**config.mk**
```make
export PLATFORM = sky130hd
export DESIGN_NAME = servo_position_with_feedback_check_core_flat
export DESIGN_NICKNAME = d
export VERILOG_FILES = /design/src/rtl/spfc_pkg.sv /design/src/rtl/spfc_ifs.sv /design/src/rtl/spfc_ctrl.sv /design/src/rtl/spfc_datapath.sv /design/src/rtl/servo_position_with_feedback_check_core.sv /design/src/flat_wrapper.sv
export SDC_FILE = /design/constraint.sdc
export NUM_CORES = 1
export LEC_CHECK = 0
export BUFFER_PORTS_ARGS = -buffer_cell sky130_fd_sc_hd__buf_2
export CORE_MARGIN = 10
export CORE_UTILIZATION = 45
export CTS_CLUSTER_DIAMETER = 60
export CTS_CLUSTER_SIZE = 30
export DETAILED_ROUTE_END_ITERATION = 12
export PLACE_DENSITY = 0.69
export SLEW_MARGIN = 0
export SYNTH_ARGS = -nofsm -noshare
export SYNTH_HDL_FRONTEND = slang
export SYNTH_HIERARCHICAL = 1
export SYNTH_SLANG_ARGS = --single-unit
```
**constraint.sdc**
```tcl
create_clock -name clock -period 19.9 [get_ports clock]
set_clock_uncertainty 0.15 [all_clocks]
set_input_delay 5.97 -clock clock [delete_from_list [all_inputs] [get_ports clock]]
set_output_delay 5.97 -clock clock [all_outputs]
set_load 0.01 [all_outputs]
```
**src/rtl/spfc_pkg.sv**
```systemverilog
// Package for the servo position core with feedback check.
// Field widths, reset values, register indexes, status codes and the
// controller/datapath handshake structs. No dependencies.
package spfc_pkg;

   // Field widths
   localparam int WidthUs     = 16;
   localparam int WidthOffset = 25;
   localparam int WidthMv     = 13;
   localparam int WidthMode   = 2;
   localparam int WidthStatus = 2;
   localparam int WidthMeas   = 26;
   localparam int WidthTime   = 18;
   localparam int WidthCsrIdx = 3;
   localparam int WidthCsrDat = 25;
   localparam int WidthProd   = 23;  // 8191 * 1000 fits in 23 bits
   localparam int WidthNum    = 26;  // mv*1000 - offset, signed
   localparam int WidthMag    = 25;  // magnitude of the numerator

   // Serial divider: one quotient bit per step
   localparam int DivSteps    = WidthMag;
   localparam int WidthDivCnt = $clog2(DivSteps);

   // Millivolt to microvolt scale
   localparam logic [WidthProd-1:0] MvToUv = WidthProd'(1000);

   // Default sample period
   localparam int POLL_PERIOD_DEFAULT = 100;

   // Register reset values
   localparam logic [WidthUs-1:0]     OPEN_RESET   = 16'd2000;
   localparam logic [WidthUs-1:0]     CLOSED_RESET = 16'd1000;
   localparam logic [WidthUs-1:0]     GAIN_RESET   = 16'd1;
   localparam logic [WidthOffset-1:0] OFFSET_RESET = 25'd0;
   localparam logic [WidthUs-1:0]     TOL_RESET    = 16'd50;
   localparam logic [WidthUs-1:0]     ATIME_RESET  = 16'd1000;

   // Request modes
   localparam logic [WidthMode-1:0] MODE_OPEN   = 2'd0;
   localparam logic [WidthMode-1:0] MODE_CLOSE  = 2'd1;
   localparam logic [WidthMode-1:0] MODE_SAMPLE = 2'd2;

   // Register indexes
   localparam logic [WidthCsrIdx-1:0] CSR_OPEN_WIDTH   = 3'd0;
   localparam logic [WidthCsrIdx-1:0] CSR_CLOSED_WIDTH = 3'd1;
   localparam logic [WidthCsrIdx-1:0] CSR_GAIN         = 3'd2;
   localparam logic [WidthCsrIdx-1:0] CSR_OFFSET       = 3'd3;
   localparam logic [WidthCsrIdx-1:0] CSR_TOLERANCE    = 3'd4;
   localparam logic [WidthCsrIdx-1:0] CSR_ACTION_TIME  = 3'd5;

   // Result status codes
   typedef enum logic [WidthStatus-1:0] {
      STATUS_NONE    = 2'd0,
      STATUS_REACHED = 2'd1,
      STATUS_TIMEOUT = 2'd2,
      STATUS_FAULT   = 2'd3
   } status_type;

   // Controller to datapath commands
   typedef struct packed {
      logic load;    // latch request and set up divider
      logic step;    // one divider iteration
      logic commit;  // update state, fill output register
   } ctrl_cmd_type;

   // Datapath to controller status
   typedef struct packed {
      logic need_div;  // request is a good sample during an action
   } dp_status_type;

endpackage

```
**src/rtl/spfc_ifs.sv**
```systemverilog
// Valid/ready channel interfaces for the servo position core.
// Depends on spfc_pkg.

// Request channel
interface spfc_req_if import spfc_pkg::*; ();
   logic                 valid;
   logic                 ready;
   logic [WidthMode-1:0] mode;
   logic [WidthMv-1:0]   feedback_mv;
   logic                 feedback_fault;

   modport source (output valid, mode, feedback_mv, feedback_fault, input ready);
   modport sink   (input valid, mode, feedback_mv, feedback_fault, output ready);
endinterface

// Result channel
interface spfc_rsp_if import spfc_pkg::*; ();
   logic                          valid;
   logic                          ready;
   logic [WidthUs-1:0]            drive_width_us;
   logic                          busy_res;
   logic [WidthStatus-1:0]        status;
   logic signed [WidthMeas-1:0]   measured_us;

   modport source (output valid, drive_width_us, busy_res, status, measured_us,
                   input ready);
   modport sink   (input valid, drive_width_us, busy_res, status, measured_us,
                   output ready);
endinterface

// Register write channel
interface spfc_csr_if import spfc_pkg::*; ();
   logic                   valid;
   logic                   ready;
   logic [WidthCsrIdx-1:0] index;
   logic [WidthCsrDat-1:0] data;

   modport source (output valid, index, data, input ready);
   modport sink   (input valid, index, data, output ready);
endinterface

```
**src/rtl/spfc_ctrl.sv**
```systemverilog
// Controller for the servo position core: accepts a request, sequences
// the serial divider, commits into the output register. Depends on spfc_pkg.
module spfc_ctrl import spfc_pkg::*; (
   input  logic          clock,
   input  logic          reset,
   input  logic          req_valid,
   output logic          req_ready,
   output logic          rsp_valid,
   input  logic          rsp_ready,
   input  dp_status_type dp_status,
   output ctrl_cmd_type  cmd
);

   typedef enum logic [1:0] {
      ST_IDLE,
      ST_DIV,
      ST_EVAL
   } state_type;

   state_type              state_ff;
   logic [WidthDivCnt-1:0] cnt_ff;
   logic                   rsp_valid_ff;
   logic                   out_free;

   // Output register may be refilled when empty or being drained
   assign out_free = !rsp_valid_ff || rsp_ready;

   // Commands
   always_comb begin
      cmd.load   = (state_ff == ST_IDLE) && req_valid;
      cmd.step   = (state_ff == ST_DIV);
      cmd.commit = (state_ff == ST_EVAL) && out_free;
   end

   assign req_ready = (state_ff == ST_IDLE);
   assign rsp_valid = rsp_valid_ff;

   // State, iteration count and result valid
   always_ff @(posedge clock) begin
      if (reset) begin
         state_ff     <= ST_IDLE;
         cnt_ff       <= '0;
         rsp_valid_ff <= 1'b0;
      end else begin
         case (state_ff)
            ST_IDLE: begin
               if (req_valid) begin
                  cnt_ff   <= '0;
                  state_ff <= dp_status.need_div ? ST_DIV : ST_EVAL;
               end
            end
            ST_DIV: begin
               cnt_ff <= cnt_ff + 1'b1;
               if (cnt_ff == WidthDivCnt'(DivSteps - 1)) begin
                  state_ff <= ST_EVAL;
               end
            end
            ST_EVAL: begin
               if (out_free) begin
                  state_ff <= ST_IDLE;
               end
            end
            default: state_ff <= ST_IDLE;
         endcase

         if (cmd.commit) begin
            rsp_valid_ff <= 1'b1;
         end else if (rsp_ready) begin
            rsp_valid_ff <= 1'b0;
         end
      end
   end

endmodule

```
**src/rtl/spfc_datapath.sv**
```systemverilog
// Datapath for the servo position core: registers, action state, serial
// restoring divider, window check and output register. Depends on spfc_pkg.
module spfc_datapath import spfc_pkg::*; #(
   parameter int POLL_PERIOD_MS = POLL_PERIOD_DEFAULT
) (
   input  logic                        clock,
   input  logic                        reset,
   // register writes
   input  logic                        csr_write,
   input  logic [WidthCsrIdx-1:0]      csr_index,
   input  logic [WidthCsrDat-1:0]      csr_data,
   // request payload
   input  logic [WidthMode-1:0]        req_mode,
   input  logic [WidthMv-1:0]          req_feedback_mv,
   input  logic                        req_feedback_fault,
   // result payload
   output logic [WidthUs-1:0]          rsp_drive_width_us,
   output logic                        rsp_busy_res,
   output logic [WidthStatus-1:0]      rsp_status,
   output logic signed [WidthMeas-1:0] rsp_measured_us,
   // controller link
   input  ctrl_cmd_type                cmd,
   output dp_status_type               dp_status
);

   localparam logic [WidthTime-1:0] PollMs = WidthTime'(POLL_PERIOD_MS);

   // Configuration registers
   logic [WidthUs-1:0]     open_ff, closed_ff, gain_ff, tol_ff, atime_ff;
   logic [WidthOffset-1:0] offset_ff;

   // Action state
   logic                 active_ff, active_in;
   logic [WidthUs-1:0]   target_ff, target_in;
   logic [WidthTime-1:0] time_left_ff, time_left_in;
   logic [WidthUs-1:0]   drive_ff, drive_in;

   // Latched request and divider
   logic [WidthMode-1:0] mode_ff;
   logic                 div_used_ff;
   logic                 neg_ff;
   logic [WidthUs-1:0]   dvs_ff;
   logic [WidthUs-1:0]   rem_ff;
   logic [WidthMag-1:0]  quo_ff;

   // Output register
   logic [WidthUs-1:0]          out_drive_ff;
   logic                        out_busy_ff;
   status_type                  out_status_ff, status_in;
   logic signed [WidthMeas-1:0] out_meas_ff, meas_in;

   logic [WidthProd-1:0]       prod;
   logic signed [WidthNum-1:0] num;
   logic [WidthMag-1:0]        num_abs;
   logic [WidthUs:0]           trial;
   logic [WidthUs:0]           trial_sub;
   logic signed [WidthMeas-1:0] measured;
   logic signed [WidthMeas+1:0] diff;
   logic signed [WidthMeas+1:0] tol_s;
   logic                        in_window;

   // Register writes
   always_ff @(posedge clock) begin
      if (reset) begin
         open_ff   <= OPEN_RESET;
         closed_ff <= CLOSED_RESET;
         gain_ff   <= GAIN_RESET;
         offset_ff <= OFFSET_RESET;
         tol_ff    <= TOL_RESET;
         atime_ff  <= ATIME_RESET;
      end else if (csr_write) begin
         case (csr_index)
            CSR_OPEN_WIDTH:   open_ff   <= csr_data[WidthUs-1:0];
            CSR_CLOSED_WIDTH: closed_ff <= csr_data[WidthUs-1:0];
            CSR_GAIN:         gain_ff   <= csr_data[WidthUs-1:0];
            CSR_OFFSET:       offset_ff <= csr_data[WidthOffset-1:0];
            CSR_TOLERANCE:    tol_ff    <= csr_data[WidthUs-1:0];
            CSR_ACTION_TIME:  atime_ff  <= csr_data[WidthUs-1:0];
            default: ;
         endcase
      end
   end

   // Good sample during an action goes through the divider
   assign dp_status.need_div = (req_mode == MODE_SAMPLE) && active_ff
                               && !req_feedback_fault;

   // Numerator mv*1000 - offset and its magnitude
   assign prod    = WidthProd'(req_feedback_mv) * MvToUv;
   assign num     = $signed({3'b000, prod}) - $signed({offset_ff[WidthOffset-1], offset_ff});
   assign num_abs = num[WidthNum-1] ? WidthMag'(-num) : WidthMag'(num);

   // One restoring step: shift in the next dividend bit, subtract if it fits
   assign trial     = {rem_ff, quo_ff[WidthMag-1]};
   assign trial_sub = trial - {1'b0, dvs_ff};

   // Load and divider iterations
   always_ff @(posedge clock) begin
      if (cmd.load) begin
         mode_ff     <= req_mode;
         div_used_ff <= dp_status.need_div;
         neg_ff      <= num[WidthNum-1];
         dvs_ff      <= (gain_ff == '0) ? WidthUs'(1) : gain_ff;
         rem_ff      <= '0;
         quo_ff      <= num_abs;
      end else if (cmd.step) begin
         if (!trial_sub[WidthUs]) begin
            rem_ff <= trial_sub[WidthUs-1:0];
            quo_ff <= {quo_ff[WidthMag-2:0], 1'b1};
         end else begin
            rem_ff <= trial[WidthUs-1:0];
            quo_ff <= {quo_ff[WidthMag-2:0], 1'b0};
         end
      end
   end

   // Signed quotient and window check against the target
   assign measured  = neg_ff ? -$signed({1'b0, quo_ff}) : $signed({1'b0, quo_ff});
   assign diff      = $signed({{2{measured[WidthMeas-1]}}, measured})
                      - $signed({(WidthMeas + 2 - WidthUs)'(0), target_ff});
   assign tol_s     = $signed({(WidthMeas + 2 - WidthUs)'(0), tol_ff});
   assign in_window = (diff <= tol_s) && (diff >= -tol_s);

   // Next action state and result
   always_comb begin
      active_in    = active_ff;
      target_in    = target_ff;
      time_left_in = time_left_ff;
      drive_in     = drive_ff;
      status_in    = STATUS_NONE;
      meas_in      = '0;
      case (mode_ff)
         MODE_OPEN, MODE_CLOSE: begin
            target_in    = (mode_ff == MODE_OPEN) ? open_ff : closed_ff;
            drive_in     = target_in;
            time_left_in = WidthTime'(atime_ff);
            active_in    = 1'b1;
         end
         MODE_SAMPLE: begin
            if (active_ff) begin
               if (!div_used_ff) begin
                  // feedback fault: end the action, keep the drive
                  status_in = STATUS_FAULT;
                  active_in = 1'b0;
               end else begin
                  meas_in = measured;
                  if (in_window) begin
                     status_in    = STATUS_REACHED;
                     active_in    = 1'b0;
                     drive_in     = '0;
                     time_left_in = '0;
                  end else if (time_left_ff <= PollMs) begin
                     status_in    = STATUS_TIMEOUT;
                     active_in    = 1'b0;
                     drive_in     = '0;
                     time_left_in = '0;
                  end else begin
                     time_left_in = time_left_ff - PollMs;
                  end
               end
            end
         end
         default: ;
      endcase
   end

   // Action state
   always_ff @(posedge clock) begin
      if (reset) begin
         active_ff    <= 1'b0;
         target_ff    <= '0;
         time_left_ff <= '0;
         drive_ff     <= '0;
      end else if (cmd.commit) begin
         active_ff    <= active_in;
         target_ff    <= target_in;
         time_left_ff <= time_left_in;
         drive_ff     <= drive_in;
      end
   end

   // Output register
   always_ff @(posedge clock) begin
      if (cmd.commit) begin
         out_drive_ff  <= drive_in;
         out_busy_ff   <= active_in;
         out_status_ff <= status_in;
         out_meas_ff   <= meas_in;
      end
   end

   assign rsp_drive_width_us = out_drive_ff;
   assign rsp_busy_res       = out_busy_ff;
   assign rsp_status         = out_status_ff;
   assign rsp_measured_us    = out_meas_ff;

endmodule

```
**src/rtl/servo_position_with_feedback_check_core.sv**
```systemverilog
// Servo position core with feedback check: a command, an ignored sample or a
// fault is latched on acceptance and its result committed to the output register
// once that is free; a feedback sample during an action first runs the 25-step
// serial divider. One request in flight: the next is taken once the result is
// committed; the result may still wait on the result channel meanwhile.
// Synchronous active-high reset restores register defaults and idle state.
module servo_position_with_feedback_check_core import spfc_pkg::*; #(
   parameter int POLL_PERIOD_MS = POLL_PERIOD_DEFAULT
) (
   input logic        clock,
   input logic        reset,
   spfc_req_if.sink   req_ch,
   spfc_rsp_if.source rsp_ch,
   spfc_csr_if.sink   csr_ch
);

   ctrl_cmd_type  cmd;
   dp_status_type dp_status;

   // Register writes are always taken
   assign csr_ch.ready = 1'b1;

   spfc_ctrl u_ctrl (
      .clock     (clock),
      .reset     (reset),
      .req_valid (req_ch.valid),
      .req_ready (req_ch.ready),
      .rsp_valid (rsp_ch.valid),
      .rsp_ready (rsp_ch.ready),
      .dp_status (dp_status),
      .cmd       (cmd)
   );

   spfc_datapath #(
      .POLL_PERIOD_MS (POLL_PERIOD_MS)
   ) u_datapath (
      .clock              (clock),
      .reset              (reset),
      .csr_write          (csr_ch.valid),
      .csr_index          (csr_ch.index),
      .csr_data           (csr_ch.data),
      .req_mode           (req_ch.mode),
      .req_feedback_mv    (req_ch.feedback_mv),
      .req_feedback_fault (req_ch.feedback_fault),
      .rsp_drive_width_us (rsp_ch.drive_width_us),
      .rsp_busy_res       (rsp_ch.busy_res),
      .rsp_status         (rsp_ch.status),
      .rsp_measured_us    (rsp_ch.measured_us),
      .cmd                (cmd),
      .dp_status          (dp_status)
   );

endmodule

```
**src/flat_wrapper.sv**
```systemverilog
// flat-port wrapper written by rule: the top's interface ports become plain ports
module servo_position_with_feedback_check_core_flat import spfc_pkg::*;
#(
   parameter int POLL_PERIOD_MS = POLL_PERIOD_DEFAULT
)
  (clock, reset, req_ch_valid, req_ch_mode, req_ch_feedback_mv, req_ch_feedback_fault, req_ch_ready, rsp_ch_valid, rsp_ch_drive_width_us, rsp_ch_busy_res, rsp_ch_status, rsp_ch_measured_us, rsp_ch_ready, csr_ch_valid, csr_ch_index, csr_ch_data, csr_ch_ready);
  spfc_req_if req_ch_i ();
  spfc_rsp_if rsp_ch_i ();
  spfc_csr_if csr_ch_i ();
  input logic clock;
  input logic reset;
  input wire logic [$bits(req_ch_i.valid)-1:0] req_ch_valid;
  input wire logic [$bits(req_ch_i.mode)-1:0] req_ch_mode;
  input wire logic [$bits(req_ch_i.feedback_mv)-1:0] req_ch_feedback_mv;
  input wire logic [$bits(req_ch_i.feedback_fault)-1:0] req_ch_feedback_fault;
  output wire logic [$bits(req_ch_i.ready)-1:0] req_ch_ready;
  output wire logic [$bits(rsp_ch_i.valid)-1:0] rsp_ch_valid;
  output wire logic [$bits(rsp_ch_i.drive_width_us)-1:0] rsp_ch_drive_width_us;
  output wire logic [$bits(rsp_ch_i.busy_res)-1:0] rsp_ch_busy_res;
  output wire logic [$bits(rsp_ch_i.status)-1:0] rsp_ch_status;
  output wire logic [$bits(rsp_ch_i.measured_us)-1:0] rsp_ch_measured_us;
  input wire logic [$bits(rsp_ch_i.ready)-1:0] rsp_ch_ready;
  input wire logic [$bits(csr_ch_i.valid)-1:0] csr_ch_valid;
  input wire logic [$bits(csr_ch_i.index)-1:0] csr_ch_index;
  input wire logic [$bits(csr_ch_i.data)-1:0] csr_ch_data;
  output wire logic [$bits(csr_ch_i.ready)-1:0] csr_ch_ready;
  assign req_ch_i.valid = req_ch_valid;
  assign req_ch_i.mode = req_ch_mode;
  assign req_ch_i.feedback_mv = req_ch_feedback_mv;
  assign req_ch_i.feedback_fault = req_ch_feedback_fault;
  assign req_ch_ready = req_ch_i.ready;
  assign rsp_ch_valid = rsp_ch_i.valid;
  assign rsp_ch_drive_width_us = rsp_ch_i.drive_width_us;
  assign rsp_ch_busy_res = rsp_ch_i.busy_res;
  assign rsp_ch_status = rsp_ch_i.status;
  assign rsp_ch_measured_us = rsp_ch_i.measured_us;
  assign rsp_ch_i.ready = rsp_ch_ready;
  assign csr_ch_i.valid = csr_ch_valid;
  assign csr_ch_i.index = csr_ch_index;
  assign csr_ch_i.data = csr_ch_data;
  assign csr_ch_ready = csr_ch_i.ready;
  servo_position_with_feedback_check_core #(.POLL_PERIOD_MS(POLL_PERIOD_MS)) u_core (.clock(clock), .reset(reset), .req_ch(req_ch_i), .rsp_ch(rsp_ch_i), .csr_ch(csr_ch_i));
endmodule
```
# Word-level counts from Yosys, hierarchy flattened
# Cells that the tools add are included.
# op_classes
add_sub_neg	8
mul	1
magnitude_cmp	3
eq_ne	16
muxes	34
n_reduce_logical	29
# op_table
operator	count
16-bit 2-to-1 mux	6
25-bit 2-to-1 mux	3
18-bit 2-to-1 mux	4
18-bit case mux with 2 select lines	1
16-bit case mux with 2 select lines	1
27-bit by 28-bit greater-or-equal comparator with 1-bit output	1
16-bit negator with 28-bit output	1
27-bit by 17-bit <= comparator with 1-bit output	1
26-bit by 17-bit subtractor with 27-bit output	1
26-bit 2-to-1 mux	1
25-bit negator with 26-bit output	1
24-bit by 25-bit subtractor with 26-bit output	1
25-bit negator	1
13-bit by 7-bit multiplier with 20-bit output, second input constant	1
18-bit by 7-bit <= comparator with 1-bit output, second input constant	1
2-bit AND reduction	9
18-bit by 7-bit subtractor with 18-bit output, second input constant	1
17-bit by 16-bit subtractor with 17-bit output	1
16-bit logical NOT	1
2-bit 2-to-1 mux	7
2-bit inequality test, second input constant	5
5-bit case mux with 2 select lines	1
2-bit nonzero test	4
1-bit 2-to-1 mux	7
18 further kinds	30
# word_totals
register_bits	270
output_inout_bits	48

# Longest topological paths before layout
# depth
word_depth	9
ltp_mapped	28
depth_no_buf	26

# By module
# Netlist, hierarchy kept.
# modules_own_cells
mod	n_inst	cells_each	area_per_inst_um2
spfc_datapath	1	2201	18614.1
spfc_ctrl	1	52	435.4
servo_position_with_feedback_check_core	1	2	11.3

# Worst setup path after synthesis
# No wires, ideal clock.
# synth_timing
kind	input port to flip-flop
from	in req_ch_feedback_mv[0]
to	reg u_core.u_datapath.quo_ff[23], data pin
setup_ns	0.260
arrival_time_ns	11.716
required_time_ns	19.490
setup_slack_ns	7.775
cell_stages	25
cell_sequence	fa_1 -> fa_1 -> inv_1 -> fa_1 -> fa_1 -> inv_1 -> ha_1 -> inv_1 -> o21ai_0 -> a21oi_1 -> o21bai_1 -> a41o_1 -> o41ai_1 -> xnor2_1 -> ha_1 -> a21o_1 -> a21oi_1 -> nand2_1 -> nor3_1 -> nor2_1 -> xor2_1 -> nor4_2 -> a41oi_1 -> mux2i_1 -> mux2_2
# synth_via
elab_chain_len	5
# synth_lines
item	line	source
from (decl)	flat_wrapper.sv:14	input wire logic [$bits(req_ch_i.feedback_mv)-1:0] req_ch_feedback_mv;
13-bit by 7-bit multiplier with 20-bit output (*)	spfc_datapath.sv:89	assign prod = WidthProd'(req_feedback_mv) * MvToUv;
24-bit by 25-bit subtractor with 26-bit output (*)	spfc_datapath.sv:90	assign num = $signed({3'b000, prod}) - $signed({offset_ff[WidthOffset-1], offset_ff});
25-bit negator	spfc_datapath.sv:91	assign num_abs = num[WidthNum-1] ? WidthMag'(-num) : WidthMag'(num);
25-bit 2-to-1 mux (*)	spfc_datapath.sv:91	
25-bit 2-to-1 mux (*)	spfc_datapath.sv:99	if (cmd.load) begin
to (signal assigned)	spfc_datapath.sv:105	quo_ff <= num_abs;
to (signal assigned)	spfc_datapath.sv:109	quo_ff <= {quo_ff[WidthMag-2:0], 1'b1};
to (signal assigned)	spfc_datapath.sv:112	quo_ff <= {quo_ff[WidthMag-2:0], 1'b0};
to (decl)	spfc_datapath.sv:44	logic [WidthMag-1:0] quo_ff;
# Every way passes the cells marked *; elsewhere a longest branch is shown, timed or not.
# A chain may end at the register's enable or synchronous reset.

# Worst setup path in the final report
# Same ends and word-level chain as after synthesis.

==> metrics.cfg <==
[global_routing]
grt_usage=0.199
grt_pass1_wl_mm=82.9
grt_max_degree=87
antenna_found_initial=3
first_global_vias=15700
grt_overflow=0

[sta]
setup_ws_ns=7.60
worst_pin_slew_ns=1.09
maxSlewViolCount=0
finalSetupViolCount=0
slew_headroom=0.272
period_minus_slack_ns=12.30
fmax_ghz=0.0813
hold_violations=0
grt_setup_unrepaired=false
setup_tns_ns=0
finalCritPeriodShare=0.618
whs_ns=0.304

[cells_and_area]
fillers=3963
fin_util=0.496
syn_to_final_growth_pct=9.12
drive_gt1_frac=0.0915
nets=2517

[setup_path]
worstPathArrival_ns=12.47
critPathTopFamily=adder cells
crit_path_start_kind=primary input
crit_path_end_kind=flop
cp_slowest_stage_delay_ns=0.54
crit_slowest_cell=fa_1
critPathKind=primary input to flop
worstPathMaxFanout=5
cp_num_buf_inv=4
required_ns=20.07
crit_top_cell=fa_1

[detailed_routing]
first_iter_violations=1355
viasPerCell=5.71
wl_mm=51.3
first_pass_iters=5
wl_per_cell_um=18.1
drtAntennaViolNets=0
vias=16200
drcViolationCount=0

[floorplanning]
boundaryPins=97
coreArea_um2=41900
die-area_um2=51000
initial_utilization=0.454
dieHeight_um=226
rows=75
die_x_um=226

[power]
leakage_uw=0.00812
irDropWorstVdd_mv=0.115
p_per_area_nw_per_um2=170
total_power_uw=3530

[synthesis]
syn_area_um2=19100
synth_flop_cell=dfxtp_1
ys_async_sr_fraction=0
synth.distinct_cells=94
synthCells=2255
synth.top_cells.by_count=315 x nand2_1, 186 x a21oi_1, 180 x dfxtp_1
syn_area_per_cell_um2=8.45
ys_seq_elements=270
synth_warnings=6
synthesis.nets=2496
synth_top_cell_area_share=0.189
synth_area_leaders=dfxtp_1 19%, edfxtp_1 14%, ha_1 9.7%
synth.largest_area_cell=dfxtp_1
synth_edf_count=90
seq_area_frac_synth=0.331
yosysMostFrequentCell=nand2_1

[clock_network]
cts_max_level=1
cts_setup_buffers=0
cts_tree=built
ctsResizeCount=0
ctsHoldBuffers=0
cts-root-buf=clkbuf_16
cts_sinks=270
clock_path_buffers=3
numCtsBuffers=26
clk_latency_ns=0.58
path_clk_slew_ns=0.07

[place]
dp_hpwl_mm=38.1
place_congestion=0.906
port-buffer-count=95
dp_slack_ns=7.07

[run_status]
run_status=finished, final reports clean

[min_path]
hp-class=flop to flop

[run]
maxCapViolations=0

==> layout make-up <==
class                   count  area (um^2)  area share
repair buffers            109          583      0.0280
diodes                      3         7.51    0.000361
clock inverters            19          210      0.0101
flip-flops and latches    270         6310       0.303
clock buffers              29          704      0.0339
inverters                 178          668      0.0321
multi-input cells        1691        11600       0.560
well taps                 539          674      0.0324
==> stage by stage <==
stage                     std cells  cell area (um^2)
after floorplan                2255             19100
after global placement         2787             19900
after detailed placement       2787             19900
after CTS                      2835             20800
after global routing           2838             20800
final                          2838             20800
==> kinds of logic after synthesis <==
| family | Yosys count | share of synthesized area |
|---|---|---|
| compound gates | 520 | 0.179 |
| flops | 270 | 0.331 |
| xor+xnor | 127 | 0.0591 |
| fa+ha+maj | 192 | 0.143 |
| mux | 55 | 0.0292 |
| simple gates | 796 | 0.199 |
| buf+inv | 294 | 0.0593 |
| other cells | 1 | 0.000197 |
==> per-layer routing <==
metal	global-route usage	routed length, um	vias up
met4	0.0717	1660	0
li1	-	-	7974
met1	0.269	23400	7713
met2	0.320	23400	435
met3	0.0253	2950	84
met5	0	0	-
==> sequential cells by signal, indices dropped and copies added (netlist names), 18 cells and up <==
name	flops
u_core/u_datapath/offset_ff	25
u_core/u_datapath/time_left_ff	18
u_core/u_datapath/rsp_measured_us	26
u_core/u_datapath/quo_ff	25
==> power by group <==
part           internal [uW]  switching [uW]  leakage, uW  total [uW]
combinational            947            1360      0.00535        2310
sequential               634            60.6      0.00233         694
clock                    272             255     0.000442         527
total                   1850            1670      0.00812        3530
==> cell usage in the layout (no fill, tap or decap), types with 6 or more instances in the layout <==
master     count
and2_1        26
o21bai_1       8
nand2b_1      13
xnor2_1       87
or3_1         20
o31ai_1       26
nor2_1       167
a21boi_0      20
clkbuf_16     28
inv_1        177
o41ai_1        8
ha_1         148
a211oi_1      45
nor4_1        18
dfxtp_1      180
nor2b_1       21
a31oi_1       31
mux2i_1       50
o21ai_0       70
or2_2          6
nand4_1       17
nor3b_1        6
nand2_1      315
o31ai_2       11
nor3_1        47
o21a_1        15
or4_1          9
buf_4         15
nand3_1       74
buf_2         94
fa_1          44
o211ai_1      15
a21oi_1      186
and3_1        19
edfxtp_1      90
xor2_1        37
a21o_1        15
==> path summary, 6_finish.rpt <==
path                                     from                            end  slack [ns]  cells past startpoint
hold / removal    u_core/u_datapath/tol_ff[3]    u_core/u_datapath/tol_ff[3]        0.30                      2
setup / recovery        req_ch_feedback_mv[0]   u_core/u_datapath/quo_ff[23]        7.60                     26
setup reg to reg     u_core/u_datapath/neg_ff  u_core/u_datapath/drive_ff[0]       11.69                     24
hold reg to reg   u_core/u_datapath/tol_ff[3]    u_core/u_datapath/tol_ff[3]        0.30                      2
==> worst reg2reg max path, cell delays in order (launching register included) <==
cell	delay [ns]
edfxtp_1	1.07
o31ai_1	0.40
a21boi_2	0.34
nand2_1	0.16
xor2_1	0.38
ha_1	0.37
a21oi_1	0.18
nor2_1	0.06
a211oi_1	0.28
a2bb2oi_1	0.53
and2_1	0.23
nand2_1	0.10
nand4b_1	0.21
xor2_1	0.18
ha_1	0.31
nand2_1	0.05
o21ai_0	0.30
a211oi_1	0.08
o311ai_0	0.34
a41oi_1	0.15
or4_1	0.61
nor4_4	0.35
a31oi_4	0.35
a21oi_4	0.74
o31ai_1	0.17
(Power assumes the default switching activity.)
